[src/hw/rtl/kcl_pkg.sv]
// ============================================================================
// kcl_pkg - keypad code lock shared types and constants
// Key codes, outcome codes, register map and the structs between modules.
// ============================================================================
package kcl_pkg;

    // key codes (row*3 + col + 1); codes 1..9 are the digits themselves
    localparam logic [3:0] KEY_BACKSPACE = 4'd10;
    localparam logic [3:0] KEY_ZERO      = 4'd11;
    localparam logic [3:0] KEY_ENTER     = 4'd12;

    // column code that is not a key
    localparam logic [1:0] COL_NONE = 2'd3;

    // digits held by the secret register
    localparam int SECRET_DIGITS = 10;

    // configuration port
    localparam int CFG_ADDR_W = 4;
    localparam int CFG_DATA_W = 64;

    localparam logic REG_CODE_LENGTH = 1'b0;
    localparam logic REG_CODE_DIGITS = 1'b1;

    localparam logic [3:0]  CODE_LENGTH_RESET = 4'd4;
    localparam logic [39:0] CODE_DIGITS_RESET = 40'h11_11;

    typedef enum logic [1:0] {
        OUT_CONTINUE = 2'd0,
        OUT_ACCEPT   = 2'd1,
        OUT_REJECT   = 2'd2
    } outcome_t;

    typedef struct packed {
        logic [3:0]  code_length;
        logic [39:0] code_digits;
    } cfg_t;

    typedef struct packed {
        logic [3:0] entered_count;
        outcome_t   outcome;
    } result_t;

endpackage

[src/hw/rtl/keypad_code_lock_core.sv]
// ============================================================================
// keypad_code_lock_core - keypad combination lock
// Takes key presses from a 4x3 keypad and reports digit count and verdict.
// ============================================================================
//
// Usage:
//   Slave channel (s_*): one transaction per key press, key row and column.
//   Master channel (m_*): one transaction per press, with the digit count
//   held after the press and the outcome (continue / accepted / rejected).
//   APB-style port: code length at byte address 0, secret digits at 8.
//   Write configuration only while no press is in flight.
//
// Pipeline: input register, then result register.  Throughput: one press
// per cycle while m_tready stays high; the whole press (decode, entry
// update, ten-digit compare) is one combinational pass between the two
// registers.
//
// Reset: entry emptied, code length 4, secret code 1111, both channels
// empty.  The entry digit store itself is not reset.
//
// Receiver stall: the result register holds; the input register still
// takes one more press, then s_tready drops until m_tready returns.
//
module keypad_code_lock_core #(
    parameter int MAX_DIGITS = 10
) (
    input  logic                            aclk,
    input  logic                            aresetn,

    // key press stream
    input  logic                            s_tvalid,
    output logic                            s_tready,
    input  logic [7:0]                      s_tdata,   // [1:0] key_row, [3:2] key_col

    // result stream
    output logic                            m_tvalid,
    input  logic                            m_tready,
    output logic [7:0]                      m_tdata,   // [3:0] entered_count, [5:4] outcome

    // configuration
    input  logic                            psel,
    input  logic                            penable,
    input  logic                            pwrite,
    input  logic [kcl_pkg::CFG_ADDR_W-1:0]  paddr,
    input  logic [kcl_pkg::CFG_DATA_W-1:0]  pwdata,
    output logic [kcl_pkg::CFG_DATA_W-1:0]  prdata,
    output logic                            pready
);

    kcl_pkg::cfg_t    cfg;
    kcl_pkg::result_t result;

    // input register
    logic       in_valid_reg;
    logic       in_valid_next;
    logic [1:0] in_row_reg;
    logic [1:0] in_col_reg;

    // result register
    logic             out_valid_reg;
    logic             out_valid_next;
    kcl_pkg::result_t out_result_reg;

    logic s_accept;
    logic advance;

    // press moves on whenever the result register is free or being drained
    assign advance  = in_valid_reg && (!out_valid_reg || m_tready);
    assign s_tready = !in_valid_reg || advance;
    assign s_accept = s_tvalid && s_tready;

    always_comb begin
        in_valid_next = in_valid_reg;
        if (s_accept) begin
            in_valid_next = 1'b1;
        end else if (advance) begin
            in_valid_next = 1'b0;
        end
    end

    always_comb begin
        out_valid_next = out_valid_reg;
        if (advance) begin
            out_valid_next = 1'b1;
        end else if (m_tready) begin
            out_valid_next = 1'b0;
        end
    end

    always_ff @(posedge aclk) begin
        if (!aresetn) begin
            in_valid_reg  <= 1'b0;
            out_valid_reg <= 1'b0;
        end else begin
            in_valid_reg  <= in_valid_next;
            out_valid_reg <= out_valid_next;
        end
    end

    // payload registers
    always_ff @(posedge aclk) begin
        if (s_accept) begin
            in_row_reg <= s_tdata[1:0];
            in_col_reg <= s_tdata[3:2];
        end
        if (advance) begin
            out_result_reg <= result;
        end
    end

    kcl_cfg_regs u_cfg_regs (
        .aclk    (aclk),
        .aresetn (aresetn),
        .psel    (psel),
        .penable (penable),
        .pwrite  (pwrite),
        .paddr   (paddr),
        .pwdata  (pwdata),
        .prdata  (prdata),
        .pready  (pready),
        .cfg     (cfg)
    );

    kcl_entry #(
        .MAX_DIGITS (MAX_DIGITS)
    ) u_entry (
        .aclk    (aclk),
        .aresetn (aresetn),
        .step    (advance),
        .key_row (in_row_reg),
        .key_col (in_col_reg),
        .cfg     (cfg),
        .result  (result)
    );

    assign m_tvalid = out_valid_reg;
    assign m_tdata  = {2'b00, out_result_reg.outcome, out_result_reg.entered_count};

endmodule

[src/hw/rtl/kcl_cfg_regs.sv]
// ============================================================================
// kcl_cfg_regs - configuration register file
// APB-style slave holding the code length and the secret code digits.
// ============================================================================
module kcl_cfg_regs (
    input  logic                            aclk,
    input  logic                            aresetn,
    input  logic                            psel,
    input  logic                            penable,
    input  logic                            pwrite,
    input  logic [kcl_pkg::CFG_ADDR_W-1:0]  paddr,
    input  logic [kcl_pkg::CFG_DATA_W-1:0]  pwdata,
    output logic [kcl_pkg::CFG_DATA_W-1:0]  prdata,
    output logic                            pready,
    output kcl_pkg::cfg_t                   cfg
);

    kcl_pkg::cfg_t cfg_reg;
    kcl_pkg::cfg_t cfg_next;
    logic          wr_en;
    logic          reg_sel;

    assign pready  = 1'b1;
    assign wr_en   = psel && penable && pwrite && pready;
    // registers sit 8 bytes apart
    assign reg_sel = paddr[3];

    always_comb begin
        cfg_next = cfg_reg;
        if (wr_en) begin
            case (reg_sel)
                kcl_pkg::REG_CODE_LENGTH: cfg_next.code_length = pwdata[3:0];
                kcl_pkg::REG_CODE_DIGITS: cfg_next.code_digits = pwdata[39:0];
                default: cfg_next = cfg_reg;
            endcase
        end
    end

    always_ff @(posedge aclk) begin
        if (!aresetn) begin
            cfg_reg.code_length <= kcl_pkg::CODE_LENGTH_RESET;
            cfg_reg.code_digits <= kcl_pkg::CODE_DIGITS_RESET;
        end else begin
            cfg_reg <= cfg_next;
        end
    end

    always_comb begin
        case (reg_sel)
            kcl_pkg::REG_CODE_LENGTH: prdata = {60'd0, cfg_reg.code_length};
            kcl_pkg::REG_CODE_DIGITS: prdata = {24'd0, cfg_reg.code_digits};
            default: prdata = '0;
        endcase
    end

    assign cfg = cfg_reg;

endmodule

[src/hw/rtl/kcl_entry.sv]
// ============================================================================
// kcl_entry - entry buffer, digit count and code compare
// Applies one key press per step and produces that press's result.
// ============================================================================
module kcl_entry #(
    parameter int MAX_DIGITS = 10
) (
    input  logic               aclk,
    input  logic               aresetn,
    input  logic               step,
    input  logic [1:0]         key_row,
    input  logic [1:0]         key_col,
    input  kcl_pkg::cfg_t      cfg,
    output kcl_pkg::result_t   result
);

    localparam int CW   = $clog2(MAX_DIGITS + 1);
    localparam int CMPW = (CW > 4) ? CW : 4;

    logic [3:0] entry_reg [MAX_DIGITS];
    logic [CW-1:0] count_reg;
    logic [CW-1:0] count_next;

    logic [3:0]            key;
    logic                  key_valid;
    logic                  is_digit;
    logic                  is_back;
    logic                  is_enter;
    logic [3:0]            digit;
    logic                  wr_en;
    logic [3:0]            secret [MAX_DIGITS];
    logic [MAX_DIGITS-1:0] digit_ok;
    logic                  match;

    // key decode
    assign key       = ({2'b00, key_row} * 4'd3) + {2'b00, key_col} + 4'd1;
    assign key_valid = (key_col != kcl_pkg::COL_NONE);

    always_comb begin
        is_digit = 1'b0;
        is_back  = 1'b0;
        is_enter = 1'b0;
        digit    = key;
        case (key)
            kcl_pkg::KEY_BACKSPACE: is_back  = key_valid;
            kcl_pkg::KEY_ENTER:     is_enter = key_valid;
            kcl_pkg::KEY_ZERO: begin
                is_digit = key_valid;
                digit    = 4'd0;
            end
            default: is_digit = key_valid;
        endcase
    end

    // secret digits past the register read as zero
    for (genvar g = 0; g < MAX_DIGITS; g++) begin : g_secret
        if (g < kcl_pkg::SECRET_DIGITS) begin : g_reg
            assign secret[g] = cfg.code_digits[4*g +: 4];
        end else begin : g_zero
            assign secret[g] = 4'd0;
        end
    end

    // parallel compare, digits at or above the count don't care
    always_comb begin
        for (int i = 0; i < MAX_DIGITS; i++) begin
            digit_ok[i] = (CW'(i) >= count_reg) || (entry_reg[i] == secret[i]);
        end
    end

    assign match = (CMPW'(count_reg) == CMPW'(cfg.code_length)) && (&digit_ok);

    assign wr_en = step && is_digit && (CMPW'(count_reg) < CMPW'(MAX_DIGITS));

    always_comb begin
        count_next = count_reg;
        if (step) begin
            if (wr_en) begin
                count_next = count_reg + CW'(1);
            end else if (is_back && (count_reg != '0)) begin
                count_next = count_reg - CW'(1);
            end else if (is_enter) begin
                count_next = '0;
            end
        end
    end

    always_comb begin
        result.entered_count = 4'(count_next);
        if (is_enter) begin
            result.outcome = match ? kcl_pkg::OUT_ACCEPT : kcl_pkg::OUT_REJECT;
        end else begin
            result.outcome = kcl_pkg::OUT_CONTINUE;
        end
    end

    always_ff @(posedge aclk) begin
        if (!aresetn) begin
            count_reg <= '0;
        end else begin
            count_reg <= count_next;
        end
    end

    // entry store: no reset, only slots below the count are ever compared
    always_ff @(posedge aclk) begin
        for (int i = 0; i < MAX_DIGITS; i++) begin
            if (wr_en && (CW'(i) == count_reg)) begin
                entry_reg[i] <= digit;
            end
        end
    end

    a_count_range: assert property (@(posedge aclk) disable iff (!aresetn)
        CMPW'(count_reg) <= CMPW'(MAX_DIGITS))
        else $error("entry count beyond capacity");

    a_enter_clears: assert property (@(posedge aclk) disable iff (!aresetn)
        step && is_enter |=> count_reg == '0)
        else $error("enter did not clear the entry");

    a_outcome_only_on_enter: assert property (@(posedge aclk) disable iff (!aresetn)
        step && (result.outcome != kcl_pkg::OUT_CONTINUE) |-> is_enter)
        else $error("verdict without enter key");

    a_hold_when_idle: assert property (@(posedge aclk) disable iff (!aresetn)
        !step |=> $stable(count_reg))
        else $error("entry count moved without a key press");

    a_digit_appends: assert property (@(posedge aclk) disable iff (!aresetn)
        wr_en |=> count_reg == $past(count_reg) + CW'(1))
        else $error("digit press did not extend the entry");

endmodule

[config.mk]
export PLATFORM = sky130hd
export DESIGN_NAME = keypad_code_lock_core
export DESIGN_NICKNAME = d
export VERILOG_FILES = /design/src/hw/rtl/kcl_pkg.sv /design/src/hw/rtl/keypad_code_lock_core.sv /design/src/hw/rtl/kcl_cfg_regs.sv /design/src/hw/rtl/kcl_entry.sv
export SDC_FILE = /design/constraint.sdc
export NUM_CORES = 1
export LEC_CHECK = 0
export BUFFER_PORTS_ARGS = -buffer_cell sky130_fd_sc_hd__buf_4
export CORE_MARGIN = 2
export CORE_UTILIZATION = 45
export CTS_BUF_LIST = sky130_fd_sc_hd__clkbuf_4 sky130_fd_sc_hd__clkbuf_8
export CTS_CLUSTER_SIZE = 10
export DETAILED_ROUTE_END_ITERATION = 8
export GPL_TIMING_DRIVEN = 0
export HOLD_SLACK_MARGIN = 0.02
export PLACE_DENSITY = 0.72
export REMOVE_ABC_BUFFERS = 1
export SLEW_MARGIN = 10
export SYNTH_ARGS = -nofsm -noshare
export SYNTH_HDL_FRONTEND = slang
export SYNTH_SLANG_ARGS = --single-unit
export TNS_END_PERCENT = 5
[constraint.sdc]
create_clock -name aclk -period 3.78 [get_ports aclk]
set_clock_uncertainty 0.2 [all_clocks]
set_input_delay 0.189 -clock aclk [delete_from_list [all_inputs] [get_ports aclk]]
set_output_delay 0.189 -clock aclk [all_outputs]
set_load 0.02 [all_outputs]
==> results_dict.tcl <==
set metrics [dict create \
    drt_iter0_markers 185 \
    fmax_mhz 278 \
    synth-seq-area-share 0.510 \
    initial_core_util 0.456 \
    drv_slew 0 \
    nets 722 \
    use_met3 0.0301 \
    synth_top_area_share 0.306 \
    layout-drive-gt1-share 0.216 \
    dp.cells 706 \
    io_pins 158 \
    wl_mm 11.1 \
    setup_slack_ps 184 \
    die_h_um 108 \
    cts_root_buf "clkbuf_8" \
    synth_ff_type "edfxtp_1" \
    rows 38 \
    slew_headroom 0.254 \
    tightest_slew_ps 1120 \
    required_ps 3580 \
    synth-seq-cells 100 \
    status "finished clean" \
    grt_pass1_vias 3648 \
    yosysWarnings 0 \
    crit_type "flip-flop to flip-flop" \
    synth_area_sq_mm 0.00490 \
    dr_total_vias 3773 \
    port-buffer-count 99 \
    place_congestion 0.844 \
    hp-class "input port to flip-flop" \
    syn_area_per_cell_sq_um 10.1 \
    cp_max_fo 12 \
    cts_buffer_depth 2 \
    place_hpwl_mm 7.59 \
    numClockSinks 100 \
    synthArstFlopShare 0 \
    grt_max_degree 46 \
    drtAntennaViolNets 0 \
    grt_antenna_before_repair 0 \
    drc_errors 0 \
    yosysTopAreaCell "edfxtp_1" \
    pre_cts_ws_ps -39.4 \
    grt_util_met1 0.244 \
    cts_tree "yes" \
    path_cells "fa_1 -> inv_1 -> fa_1 -> xor2_1 -> nor4_2 -> or3_4 -> nor4_1" \
    synth-edff-count 50 \
    grt_util_met2 0.338 \
    path_clk_slew_ps 100 \
    cap_violations 0 \
    place_area_sq_mm 0.00566 \
    grt_setup_unrepaired "no" \
    synth.area.top_cells "edfxtp_1, dfxtp_1, nand2_1" \
    post_cts_buffers 0 \
    syn2layout_area_growth_pct 30.1 \
    ys_types 55 \
    cp-start-kind "flip-flop" \
    cts-htree-levels 3 \
    dieArea_sq_mm 0.0118 \
    grt_pass1_wl_mm 17.7 \
    max_stage_delay_ps 590 \
    layout.cells.non_filler 775 \
    cp_slowest_cell "nor4_1" \
    avgViaCountPerCell 4.87 \
    cp_common_cell "fa_1" \
    hold_violations 0 \
    firstDrtPassIters 4 \
    fin_util 0.594 \
    fin_tns_setup_ps 0 \
    finalPower_mw 2.19 \
    antenna-diode-count 0 \
    wire_per_inst_um 14.3 \
    largest_reg_flops 44 \
    grt_overflow 0 \
    clk_latency_ps 360 \
    vdd.ir_drop.worst_v 0.000193 \
    post-route-period-util 0.951 \
    end_kind "flip-flop" \
    p_leak_nw 2.61 \
    fin_crit_ps 3600 \
    grt_util_all_layers 0.193 \
    numCtsBuffers 9 \
    design_area_sq_mm 0.00638 \
    finalSetupViolCount 0 \
    arrival_ps 3400 \
    core_area_sq_mm 0.0107 \
    post-synth-top-count-cell "nand2_1" \
    die_w_um 108 \
    powerDensity_mw_per_mm2 343 \
    syn-instance-count 487 \
    gr-max-usage-layer "met2" \
    synthTopCellsByCount "nand2_1, dfxtp_1, edfxtp_1" \
    hold_slack_ps 233 \
]
==> area by class of cell <==
cell class | instances | area [sq um]
tap | 140 | 175
clock inverter | 6 | 46.3
inverter | 14 | 52.6
fill | 932 | 4360
timing repair buffer | 156 | 1310
multi-input combinational | 349 | 2160
clock buffer | 10 | 138
sequential | 100 | 2500
==> cell usage in the layout (no fill, tap or decap), drive strengths merged, types with 2 or more instances in the layout <==
master,synthesis,routed
a31oi,3,3
nand3,7,7
clkbuf,19,10
nand2b,3,3
nand2,91,91
o21ai,5,5
nor4b,2,2
buf,30,103
ha,7,7
nor4,12,12
xnor2,10,10
edfxtp,50,50
mux2,5,5
mux2i,4,4
and3,4,4
and2,39,39
conb,2,27
nand4,5,5
and4,2,2
inv,14,17
fa,2,2
dlygate4sd3,0,53
a21oi,44,44
dfxtp,50,50
xor2,37,37
clkinvlp,0,2
nor2,13,13
o22ai,5,5
o32ai,2,2
==> path summary, 6_finish.rpt <==
path	start	endpoint	slack [ps]	depth (start not counted)
max	in_row_reg[0]$_DFFE_PP_	u_entry.entry_reg[3][1]$_DFFE_PP_	180	7
min	pwrite	u_cfg_regs.cfg[40]$_SDFFE_PN0P_	230	4
max reg2reg	in_row_reg[0]$_DFFE_PP_	u_entry.entry_reg[3][1]$_DFFE_PP_	180	7
min reg2reg	u_cfg_regs.cfg[9]$_SDFFE_PN0P_	u_cfg_regs.cfg[9]$_SDFFE_PN0P_	280	2
==> what timing repair did <==
action	4_1_cts	5_1_grt
hold buffers	53	0
hold endpoints to repair	53	0
gates resized for setup	1	0
endpoints found under the setup margin	4	0
==> routing by layer <==
metal | vias to the layer above | share of wire
met1 | 1770 | 0.44
met3 | 15 | 0.040
li1 | 1887 | -
met5 | - | 0
met4 | 0 | 0.019
met2 | 101 | 0.50
==> power breakdown <==
| group | switching [mW] | internal [mW] | leakage, nW | total, mW |
|---|---|---|---|---|
| Sequential | 0.0196 | 1.19 | 0.863 | 1.20 |
| Combinational | 0.199 | 0.146 | 1.66 | 0.345 |
| Clock | 0.374 | 0.264 | 0.0911 | 0.638 |
==> worst max-delay path: cells and delay by family, from the launching register on <==
| family | cells | cell delay [ps] |
|---|---|---|
| flip-flops | 1 | 440 |
| adder cells (fa/ha/maj) | 2 | 1060 |
| buffers and inverters | 1 | 60 |
| AND/OR/NAND/NOR | 3 | 1160 |
| XOR/XNOR | 1 | 320 |
==> cells by family after synthesis <==
| group | after synthesis | share of synthesized area |
|---|---|---|
| adder cells (fa/ha/maj) | 9 | 0.0260 |
| XOR/XNOR | 47 | 0.0839 |
| other | 2 | 0.00153 |
| multiplexers | 9 | 0.0196 |
| flip-flops | 100 | 0.510 |
| AND/OR/NAND/NOR | 186 | 0.193 |
| AO/OA/AOI/OAI | 71 | 0.0934 |
| buffers and inverters | 63 | 0.0719 |
Note: power is estimated with default switching activity, not from simulation.
